File: src/rtl/pofc_pkg.sv
package pofc_pkg;

  localparam int unsigned MaxChannels = 8;
  localparam int unsigned MixerBits   = 32;
  localparam int unsigned CfgIdxW     = 3;
  localparam int unsigned CfgDataW    = 6;
  localparam int unsigned ChanW       = 4;
  localparam int unsigned ShiftW      = 5;

  typedef logic signed [MixerBits-1:0] sample_t;
  typedef logic        [MixerBits-1:0] word_t;

  typedef enum logic [CfgIdxW-1:0] {
    CfgDeviceChannels = 3'd0,
    CfgBytesPerSample = 3'd1,
    CfgMsbAligned     = 3'd2,
    CfgSignificantBits = 3'd3,
    CfgSignedFormat   = 3'd4,
    CfgSwapBytes      = 3'd5
  } cfg_reg_e;

endpackage

File: src/rtl/pofc_if.sv
interface pofc_in_if;
  logic              valid;
  logic              ready;
  pofc_pkg::sample_t mixer_sample;

  modport source (output valid, output mixer_sample, input ready);
  modport sink (input valid, input mixer_sample, output ready);
endinterface

interface pofc_out_if;
  logic            valid;
  logic            ready;
  pofc_pkg::word_t device_word;
  logic            last_in_frame;

  modport source (output valid, output device_word, output last_in_frame, input ready);
  modport sink (input valid, input device_word, input last_in_frame, output ready);
endinterface

File: src/rtl/pcm_output_format_converter.sv
// PCM output format converter. Takes one channel-interleaved 32-bit mixer sample per
// transfer on mix_i and gives one device word per device channel on dev_o. A sample
// goes through an input register, then one pass of shift, bias add, pair averaging and
// byte packing into the result register. One sample is taken every cycle as long as
// dev_o keeps up; when the result register stalls, the input register holds its sample
// too. With an odd device channel count the mixer frame has one extra channel and the
// last two are averaged into a single word, so that frame gives one word fewer than it
// takes samples. The user must write configuration through cfg_we_i only while no
// sample is in flight; the block itself does not enforce this.
module pcm_output_format_converter (
  input  logic                                clk_i,
  input  logic                                rst_ni,
  input  logic                                cfg_we_i,
  input  logic [pofc_pkg::CfgIdxW-1:0]        cfg_idx_i,
  input  logic [pofc_pkg::CfgDataW-1:0]       cfg_data_i,
  pofc_in_if.sink                             mix_i,
  pofc_out_if.source                          dev_o
);

  // configuration
  logic [3:0] dev_chan_q;
  logic [2:0] bytes_q;
  logic       msb_q;
  logic [5:0] sig_bits_q;
  logic       signed_q;
  logic       swap_q;

  // input register
  logic              in_vq;
  pofc_pkg::sample_t in_sample_q;

  // frame state
  logic [pofc_pkg::ChanW-1:0] pos_q, pos_d;
  pofc_pkg::word_t            held_q, held_d;

  // result register
  logic              out_vq, out_vd;
  pofc_pkg::word_t   out_word_q, out_word_d;
  logic              out_last_q, out_last_d;

  logic out_free, in_fire, stage_fire;

  // datapath
  logic [3:0]                  dev_eff;
  logic [3:0]                  mix_len;
  logic                        odd_cnt;
  logic [pofc_pkg::ChanW-1:0]  pos_eff;
  logic [2:0]                  bps_eff;
  logic [5:0]                  bits_eff;
  logic [5:0]                  shift_full;
  logic [pofc_pkg::ShiftW-1:0] shift;
  pofc_pkg::word_t             bias;
  pofc_pkg::word_t             conv;
  pofc_pkg::word_t             half_conv;
  pofc_pkg::word_t             pre_pack;
  pofc_pkg::word_t             masked;
  pofc_pkg::word_t             swapped;
  logic                        pair_first, pair_last, emit;

  always_ff @(posedge clk_i or negedge rst_ni) begin
    if (!rst_ni) begin
      dev_chan_q <= 4'd2;
      bytes_q    <= 3'd4;
      msb_q      <= 1'b1;
      sig_bits_q <= 6'd32;
      signed_q   <= 1'b1;
      swap_q     <= 1'b0;
    end else if (cfg_we_i) begin
      case (cfg_idx_i)
        pofc_pkg::CfgDeviceChannels:  dev_chan_q <= cfg_data_i[3:0];
        pofc_pkg::CfgBytesPerSample:  bytes_q    <= cfg_data_i[2:0];
        pofc_pkg::CfgMsbAligned:      msb_q      <= cfg_data_i[0];
        pofc_pkg::CfgSignificantBits: sig_bits_q <= cfg_data_i[5:0];
        pofc_pkg::CfgSignedFormat:    signed_q   <= cfg_data_i[0];
        pofc_pkg::CfgSwapBytes:       swap_q     <= cfg_data_i[0];
        default: ;
      endcase
    end
  end

  // handshake: the input register moves on whenever the result register frees up
  assign out_free    = !out_vq || dev_o.ready;
  assign stage_fire  = in_vq && out_free;
  assign mix_i.ready = !in_vq || out_free;
  assign in_fire     = mix_i.valid && mix_i.ready;

  always_ff @(posedge clk_i or negedge rst_ni) begin
    if (!rst_ni) begin
      in_vq <= 1'b0;
    end else if (mix_i.ready) begin
      in_vq <= mix_i.valid;
    end
  end

  always_ff @(posedge clk_i) begin
    if (in_fire) begin
      in_sample_q <= mix_i.mixer_sample;
    end
  end

  // frame geometry
  always_comb begin
    if (dev_chan_q == 4'd0) begin
      dev_eff = 4'd1;
    end else if (dev_chan_q > 4'(pofc_pkg::MaxChannels)) begin
      dev_eff = 4'(pofc_pkg::MaxChannels);
    end else begin
      dev_eff = dev_chan_q;
    end
    odd_cnt = dev_eff[0];
    mix_len = odd_cnt ? dev_eff + 4'd1 : dev_eff;
    pos_eff = (pos_q >= mix_len) ? '0 : pos_q;
    pair_first = odd_cnt && (pos_eff == mix_len - 4'd2);
    pair_last  = odd_cnt && (pos_eff == mix_len - 4'd1);
    emit       = !pair_first;
    pos_d      = (pos_eff + 4'd1 >= mix_len) ? '0 : pos_eff + 4'd1;
  end

  // shift, bias and halving
  always_comb begin
    if (bytes_q == 3'd0) begin
      bps_eff = 3'd1;
    end else if (bytes_q > 3'd4) begin
      bps_eff = 3'd4;
    end else begin
      bps_eff = bytes_q;
    end
    if (sig_bits_q == 6'd0) begin
      bits_eff = 6'd1;
    end else if (sig_bits_q > 6'(pofc_pkg::MixerBits)) begin
      bits_eff = 6'(pofc_pkg::MixerBits);
    end else begin
      bits_eff = sig_bits_q;
    end
    shift_full = msb_q ? 6'(pofc_pkg::MixerBits) - {bps_eff, 3'b000}
                       : 6'(pofc_pkg::MixerBits) - bits_eff;
    shift      = shift_full[pofc_pkg::ShiftW-1:0];
    bias       = signed_q ? '0 : (32'h8000_0000 >> shift);
    conv       = pofc_pkg::word_t'(in_sample_q >>> shift) + bias;
    // halve with truncation toward zero
    half_conv  = {conv[31], conv[31:1]} + {31'd0, conv[31] & conv[0]};
    held_d     = half_conv;
    pre_pack   = pair_last ? held_q + half_conv : conv;
  end

  // byte packing
  always_comb begin
    masked  = pre_pack;
    swapped = pre_pack;
    case (bps_eff)
      3'd1: begin
        masked  = {24'd0, pre_pack[7:0]};
        swapped = masked;
      end
      3'd2: begin
        masked  = {16'd0, pre_pack[15:0]};
        swapped = {16'd0, pre_pack[7:0], pre_pack[15:8]};
      end
      3'd3: begin
        masked  = {8'd0, pre_pack[23:0]};
        swapped = {8'd0, pre_pack[7:0], pre_pack[15:8], pre_pack[23:16]};
      end
      default: begin
        masked  = pre_pack;
        swapped = {pre_pack[7:0], pre_pack[15:8], pre_pack[23:16], pre_pack[31:24]};
      end
    endcase
    out_word_d = swap_q ? swapped : masked;
    out_last_d = pos_eff == mix_len - 4'd1;
    out_vd     = out_free ? (stage_fire && emit) : out_vq;
  end

  always_ff @(posedge clk_i or negedge rst_ni) begin
    if (!rst_ni) begin
      pos_q  <= '0;
      held_q <= '0;
      out_vq <= 1'b0;
    end else begin
      out_vq <= out_vd;
      if (stage_fire) begin
        pos_q <= pos_d;
        if (pair_first) begin
          held_q <= held_d;
        end
      end
    end
  end

  always_ff @(posedge clk_i) begin
    if (stage_fire && emit) begin
      out_word_q <= out_word_d;
      out_last_q <= out_last_d;
    end
  end

  assign dev_o.valid         = out_vq;
  assign dev_o.device_word   = out_word_q;
  assign dev_o.last_in_frame = out_last_q;

  a_pos_range: assert property (@(posedge clk_i) disable iff (!rst_ni)
    pos_q < 4'(pofc_pkg::MaxChannels))
    else $error("channel position beyond largest frame");

  a_pair_first_silent: assert property (@(posedge clk_i) disable iff (!rst_ni)
    (stage_fire && pair_first) |=> !out_vq)
    else $error("first sample of averaged pair produced a word");

  a_stall_cause: assert property (@(posedge clk_i) disable iff (!rst_ni)
    !mix_i.ready |-> (in_vq && out_vq && !dev_o.ready))
    else $error("input stalled without a blocked result");

  a_result_after_fire: assert property (@(posedge clk_i) disable iff (!rst_ni)
    $rose(out_vq) |-> $past(stage_fire))
    else $error("result appeared without a processed sample");

endmodule
File: src/flat_wrapper.sv
// flat-port wrapper written by rule: the top's interface ports become plain ports
module pcm_output_format_converter_flat 
  (clk_i, rst_ni, cfg_we_i, cfg_idx_i, cfg_data_i, mix_i_valid, mix_i_mixer_sample, mix_i_ready, dev_o_valid, dev_o_device_word, dev_o_last_in_frame, dev_o_ready);
  pofc_in_if mix_i_i ();
  pofc_out_if dev_o_i ();
  input  logic clk_i;
  input  logic rst_ni;
  input  logic cfg_we_i;
  input  logic [pofc_pkg::CfgIdxW-1:0] cfg_idx_i;
  input  logic [pofc_pkg::CfgDataW-1:0] cfg_data_i;
  input wire logic [$bits(mix_i_i.valid)-1:0] mix_i_valid;
  input wire logic [$bits(mix_i_i.mixer_sample)-1:0] mix_i_mixer_sample;
  output wire logic [$bits(mix_i_i.ready)-1:0] mix_i_ready;
  output wire logic [$bits(dev_o_i.valid)-1:0] dev_o_valid;
  output wire logic [$bits(dev_o_i.device_word)-1:0] dev_o_device_word;
  output wire logic [$bits(dev_o_i.last_in_frame)-1:0] dev_o_last_in_frame;
  input wire logic [$bits(dev_o_i.ready)-1:0] dev_o_ready;
  assign mix_i_i.valid = mix_i_valid;
  assign mix_i_i.mixer_sample = mix_i_mixer_sample;
  assign mix_i_ready = mix_i_i.ready;
  assign dev_o_valid = dev_o_i.valid;
  assign dev_o_device_word = dev_o_i.device_word;
  assign dev_o_last_in_frame = dev_o_i.last_in_frame;
  assign dev_o_i.ready = dev_o_ready;
  pcm_output_format_converter u_core (.clk_i(clk_i), .rst_ni(rst_ni), .cfg_we_i(cfg_we_i), .cfg_idx_i(cfg_idx_i), .cfg_data_i(cfg_data_i), .mix_i(mix_i_i), .dev_o(dev_o_i));
endmodule
File: config.mk
export PLATFORM = sky130hd
export DESIGN_NAME = pcm_output_format_converter_flat
export DESIGN_NICKNAME = d
export VERILOG_FILES = /design/src/rtl/pofc_pkg.sv /design/src/rtl/pofc_if.sv /design/src/rtl/pcm_output_format_converter.sv /design/src/flat_wrapper.sv
export SDC_FILE = /design/constraint.sdc
export NUM_CORES = 1
export LEC_CHECK = 0
export BUFFER_PORTS_ARGS = -buffer_cell sky130_fd_sc_hd__buf_2
export CAP_MARGIN = 30
export CORE_ASPECT_RATIO = 1.4
export CORE_UTILIZATION = 55
export DETAILED_ROUTE_END_ITERATION = 8
export GPL_ROUTABILITY_DRIVEN = 0
export PLACE_DENSITY_LB_ADDON = 0.1
export SYNTH_ARGS = -nofsm -noshare
export SYNTH_HDL_FRONTEND = slang
export SYNTH_SLANG_ARGS = --single-unit
File: constraint.sdc
create_clock -name clk_i -period 9.3 [get_ports clk_i]
set_input_delay 1.395 -clock clk_i [delete_from_list [all_inputs] [get_ports clk_i]]
set_output_delay 1.395 -clock clk_i [all_outputs]
set_load 0.03 [all_outputs]
==> results of run 1 <==
flip-flops by register name, summed over array words and instances, names as in the netlist:
register                    cells
u_core.pos_q                    4
u_core.in_sample_q             32
u_core.in_vq                    1
u_core.dev_o.valid              1
u_core.signed_q                 1
u_core.dev_o.device_word       32
u_core.held_q                  32
u_core.msb_q                    1
u_core.bytes_q                  3
u_core.swap_q                   1
u_core.sig_bits_q               6
u_core.dev_chan_q               4
u_core.dev_o.last_in_frame      1
stage by stage:
stage	setup slack, ns	power [mW]	hold WS [ns]	util	setup TNS (ns)
floorplan	0.04600	3.815	0.4862	-	0
global placement	-0.1315	5.053	0.4949	0.6297	-0.3564
detailed placement	-0.3007	5.093	0.5006	0.6297	-0.8495
CTS	0.02257	5.816	0.5145	0.6607	0
global route	-0.1663	6.438	0.5252	0.6733	-0.8267
finish	0.3115	6.003	0.5128	0.6733	0
worst max-delay path by stage:
stage,from,endpoint
detailed placement,u_core.sig_bits_q[1],u_core.dev_o.device_word[31]
CTS,u_core.sig_bits_q[1],u_core.dev_o.device_word[31]
finish,u_core.sig_bits_q[4],u_core.dev_o.device_word[31]
global route,u_core.sig_bits_q[4],u_core.dev_o.device_word[31]
global placement,u_core.sig_bits_q[1],u_core.dev_o.device_word[5]
floorplan,u_core.sig_bits_q[1],u_core.dev_o.device_word[31]
synth_stat cells (all sizes together), types with 7 or more instances:
master,number,area (um^2)
nand2b,20,125.1
o221ai,8,70.07
buf,14,61.31
o21bai,9,67.56
nand4,7,50.05
nor3,41,210.2
dfrtp,49,1226
mux2,47,529.3
nor4,12,75.07
xnor2,54,491.7
or3,7,43.79
and3,21,131.4
clkbuf,54,202.7
mux2i,29,290.3
o21a,14,107.6
a211oi,24,180.2
o21ai,94,470.5
mux4,11,247.7
xor2,25,219.0
a31oi,13,81.33
nand2,189,709.4
and2,15,95.09
edfxtp,65,1952
inv,35,131.4
nor2,107,401.6
ha,79,988.5
a21oi,119,603.1
nor2b,24,157.6
o211ai,17,127.6
nand3,33,165.2
a21o,30,225.2
o22ai,22,137.6
power by group:
group	total [mW]	leakage (nW)	switching, mW	internal, mW
clock	0.669	0.295	0.260	0.409
sequential	0.885	1.29	0.104	0.781
combinational	4.45	4.50	2.64	1.81
total	6.00	6.09	3.00	3.00
final cells by class:
type                            count  area (um^2)  area share
Inverter                           35        131.4    0.009492
Multi-Input combinational cell   1163         8124      0.5870
Timing Repair Buffer              199         1353     0.09772
Clock buffer                       21        493.0     0.03562
Tap cell                          256        320.3     0.02314
Clock inverter                     11        110.1    0.007955
Sequential cell                   119         3309      0.2391
worst max-delay path: cells and delay by family (launching register included):
| family | cells | cell delay, ns |
|---|---|---|
| xor+xnor | 3 | 0.59 |
| fa+ha+maj | 5 | 1.24 |
| flops | 1 | 0.41 |
| buf+inv | 2 | 0.29 |
| compound gates | 16 | 3.01 |
| simple gates | 20 | 3.17 |
per-layer routing:
| layer | routed length [um] | track usage |
|---|---|---|
| met2 | 17220 | 0.5541 |
| met3 | 1563 | 0.04907 |
| met1 | 13230 | 0.3349 |
| met5 | 0 | 0 |
| met4 | 2614 | 0.2435 |
logic make-up after synthesis:
family	share of synthesized area
mux	0.09226
simple gates	0.2080
fa+ha+maj	0.08890
xor+xnor	0.06143
flops	0.2861
buf+inv	0.03418
compound gates	0.2292
repair_timing:
action,4_1_cts,5_1_grt
cloned,0,2
pin swaps,0,15
buffers inserted,0,4
endpoints found under the setup margin,13,29
gates resized for setup,9,42
==> results.md, run 1 <==
* Hold Path Depth at 1
* Die H at 173.6 um
* Finish-stage setup viols at 0
* CTS tree: yes
* Data required, critical path at 9.46 ns
* Nets at about 1700
* Flop-to-flop setup slack at slightly above 0.3 ns
* F_max at 111.3 MHz
* Slowest Stage Delay on Critical Path at roughly 0.44 ns
* H-tree levels at 4
* Clock skew at roughly 0.012 ns
* Synth Area per Inst at 8.359 um^2
* Layout area overhead at 19.64%
* Initial DRT Pass Iterations at 5
* Starting density of the core at 0.5628
* Root Driver: clkbuf_16
* Leakage power at 6.092 nW
* Via density at about 6.3
* Worst path slowest cell: or4_1
* Antenna-violating nets left at 0
* Final WL at approximately 35000 um
* Number of synthesized flops with an enable pin at 65
* Hold_sp: u_core.held_q[3]
* GRT Util Overall at 0.3147
* Worst Max-Slew Pin Slew at roughly 1.1 ns
* IO buf count at 80
* Seq cells post-synth at about 120
* Status: finished clean
* Hold endpoint: u_core.held_q[3]
* Post-detailed-route wirelength per cell at around 19 um
* CTS Buf Count at 17
* Clk sinks at roughly 120
* Reg-to-reg endpoint: u_core.dev_o.device_word[31]
* Register area share after synthesis at 0.2861
* Dpl cells at 1766
* Die width at around 120 um
* Syn Inst Count at ~1400
* Hold Fails Final Rpt at 0
* Yosys warnings at 0
* DP HPWL at between 20000 and 30000 um
* Core Area at around 21000 um^2
* Crit path kind: reg2reg
* Row cnt at just over 60
* Clock Latency Late Sink at 0.44 ns
* Commonest non-fill, non-tap cells in the layout: nand2_1 (189), buf_4 (114), a21oi_1 (109), nor2_1 (105), o21ai_0 (81)
* Critical path peak fanout at 13
* Relative slew margins at 0.2651
* Top FF cell, synth: edfxtp_1
* Area of placed instances at approximately 13000 um^2
* Syn Nets at about 1500
* Slew Limit Fails at 0
* HP Class: reg2reg
* Leading cell type in the layout, fill and taps excluded: nand2_1
* Synth cell types at 90
* Final min period at approximately 9.0 ns
* Worst-case vdd ir drop at roughly 0.19 mV
* Finished Cell Area at roughly 14000 um^2
* # fillers at ~1700
* MaxCap Viol Count at 0
* Worst setup SP type: flop
* Mapped Area at 11570 um^2
* PwrDens at between 400 and 500 nW/um^2
* Via count at 11360
* Clock slew seen by the registers of the worst setup and hold paths at roughly 0.060 ns
* Period utilization at 0.9665
* First-pass GRT wire length at around 54000 um
* Antenna Cells at 0
* CTS Buffer Depth at 2
* Total gr overflow at 0
* Worst reg2reg startpoint: u_core.sig_bits_q[4]
* Die area at around 22000 um^2
* Initial DRC count at 696
* Residual DRC at 0
* Initial antenna violation count at 0
* Share of layout cells above drive strength 1 at 0.2358
* CP Capture Type: flop
* Largest net degree at the start of global routing at 55
* Number of I/O pins at ~80
* Reg2Reg Depth at 46
* CP most frequent cell: nand2_1
* Layout Cells excl Fill at around 1800
* Hold buffers post-CTS at 0
* Async set-or-reset flop fraction in the synthesized netlist at 0.4538
* WP data arrival at ~9.2 ns
* Number of global-route vias before repair at about 11000
Note: power is estimated with default switching activity, not from simulation.
==> run 2, diff against run 1 <==
--- a/config.mk
+++ b/config.mk
@@ -12,6 +12,7 @@
 export DETAILED_ROUTE_END_ITERATION = 8
 export GPL_ROUTABILITY_DRIVEN = 0
 export PLACE_DENSITY_LB_ADDON = 0.1
+export REMOVE_ABC_BUFFERS = 1
 export SYNTH_ARGS = -nofsm -noshare
 export SYNTH_HDL_FRONTEND = slang
 export SYNTH_SLANG_ARGS = --single-unit
==> results.md, run 2 (synthesized netlist as in run 1, its figures left out) <==
* PwrDens at ~430 nW/um^2
* Crit path to: u_core.dev_o.device_word[7]
* Slowest Stage Delay on Critical Path at between 0.5 and 0.6 ns
* Via density at roughly 6.3
* Via count at between 10000 and 15000
* Status: finished clean
* Largest net degree at the start of global routing at between 50 and 60
* Layout area overhead at 21.80%
* Worst-case vdd ir drop at ~0.22 mV
* Dpl cells at around 1700
* Final Core Density at 0.6855
* Final min period at about 9 ns
* Nets at about 1700
* CP Capture Type: flop
* Layout Cells excl Fill at approximately 1800
* Finished Cell Area at about 14000 um^2
* Antenna-violating nets left at 0
* Reg-to-reg endpoint: u_core.dev_o.device_word[7]
* Tot Pwr at 6.087 mW
* Die area at approximately 22000 um^2
* Commonest non-fill, non-tap cells in the layout: nand2_1 (181), buf_4 (108), nor2_1 (105), a21oi_1 (100), buf_2 (81)
* Die width at 124.6 um
* Leakage power at between 6 and 7 nW
* Total gr overflow at 0
* Worst Max-Slew Pin Slew at about 1.0 ns
* Final WL at 34290 um
* Finish-stage setup viols at 0
* Flop-to-flop setup slack at 0.09 ns
* Slew Limit Fails at 0
* Worst reg2reg startpoint: u_core.sig_bits_q[4]
* Reg2Reg Depth at 48
* Clock skew at about 0.010 ns
* CTS Buf Count at 17
* F_max at 108.6 MHz
* Area of placed instances at between 10000 and 15000 um^2
* Share of layout cells above drive strength 1 at 0.2605
* GRT Util Overall at 0.3050
* Hold buffers post-CTS at 0
* CP most frequent cell: o21ai_1
* MaxCap Viol Count at 0
* Post-detailed-route wirelength per cell at about 19 um
* Row cnt at 62
* HP Class: reg2reg
* Worst slack on hold paths at a little over 0.5 ns
* CTS Buffer Depth at 2
* Residual DRC at 0
* Antenna Cells at 0
* H-tree levels at 4
* Period utilization at 0.9900
* Crit path kind: reg2reg
* Root Driver: clkbuf_16
* Data required, critical path at approximately 9.5 ns
* Clock slew seen by the registers of the worst setup and hold paths at around 0.060 ns
* Die H at 173.6 um
* Crit. Startpoint: u_core.sig_bits_q[4]
* Clk sinks at between 100 and 150
* IO buf count at 80
* Relative slew margins at 0.3018
* Hold Fails Final Rpt at 0
* Worst setup SP type: flop
* Critical path peak fanout at 7
* Initial DRC count at 880
* RSZ-0062 raised after global routing: yes
* Initial DRT Pass Iterations at 5
* Number of I/O pins at between 80 and 90
* Initial antenna violation count at 0
* Starting density of the core at 0.5628
* First-pass GRT wire length at around 53000 um
* Number of global-route vias before repair at about 11000
* # fillers at about 1700
* Worst path slowest cell: or4_1
* Leading cell type in the layout, fill and taps excluded: nand2_1
* CTS tree: yes
* Core Area at between 20000 and 25000 um^2
* Clock Latency Late Sink at around 0.43 ns
* DP HPWL at 25410 um
* WP data arrival at ~9.4 ns
## run 2: cell types whose count changed in the layout (fill, tap and decap cells not counted), sizes merged
cell / change
buf: -1
inv: +1
clkinv: -1
bufinv: -1
clkinvlp: +2
a21oi: -1
## run 2: timing repair
item / in CTS / in global routing
gates cloned: 0 / 3
gates resized for setup: 13 / 97
pin swaps: 1 / 43
setup buffers: 0 / 27
setup endpoints to repair: 5 / 32
## run 2: layout make-up
class	instances	area (um^2)	area share
inverters	35	131.4	0.009323
flip-flops and latches	119	3309	0.2349
repair buffers	199	1416	0.1005
clock inverters	12	91.34	0.006482
clock buffers	20	467.9	0.03321
well taps	256	320.3	0.02273
multi-input cells	1162	8354	0.5929
## run 2: how the worst min path moves through the flow
stage	startpoint	to	slack, ns	depth (start not counted)
2_1_floorplan	u_core.held_q[0]	u_core.held_q[0]	0.49	1
3_3_place_gp	u_core.held_q[10]	u_core.held_q[10]	0.49	1
3_5_place_dp	u_core.held_q[7]	u_core.held_q[7]	0.50	1
4_1_cts	u_core.held_q[21]	u_core.held_q[21]	0.52	1
5_1_grt	u_core.held_q[10]	u_core.held_q[10]	0.52	1
6_report	u_core.held_q[0]	u_core.held_q[0]	0.51	1
## run 2: stage by stage
stage                     setup TNS, ns  worst slack, ns
after floorplan                 -0.9609          -0.3601
after global placement          -0.2880          -0.1418
after detailed placement        -0.4770          -0.2146
after CTS                             0         0.005531
after global routing             -2.757          -0.3157
final                                 0          0.09273
## run 2: worst max-delay path, delay by kind of cell, from the launching register on
kind | cells | cell delay, ns
buffers and inverters | 5 | 0.71
flip-flops | 1 | 0.39
AND/OR/NAND/NOR | 19 | 3.05
adder cells (fa/ha/maj) | 5 | 1.29
AO/OA/AOI/OAI | 15 | 2.82
XOR/XNOR | 3 | 0.56
multiplexers | 1 | 0.10
## run 2: metal layers
metal	wire length, um	global-route usage	part of all wire	up-vias
met4	2264	0.2088	0.066	0
met2	17320	0.5442	0.51	419
met3	1449	0.04846	0.042	129
met1	13250	0.3286	0.39	5315
li1	-	-	-	5429
met5	0	0	0	-
## run 2: power by group
part	internal [mW]	switching [mW]
clock	0.365	0.259
combinational	1.87	2.72
sequential	0.781	0.0953
total	3.02	3.07
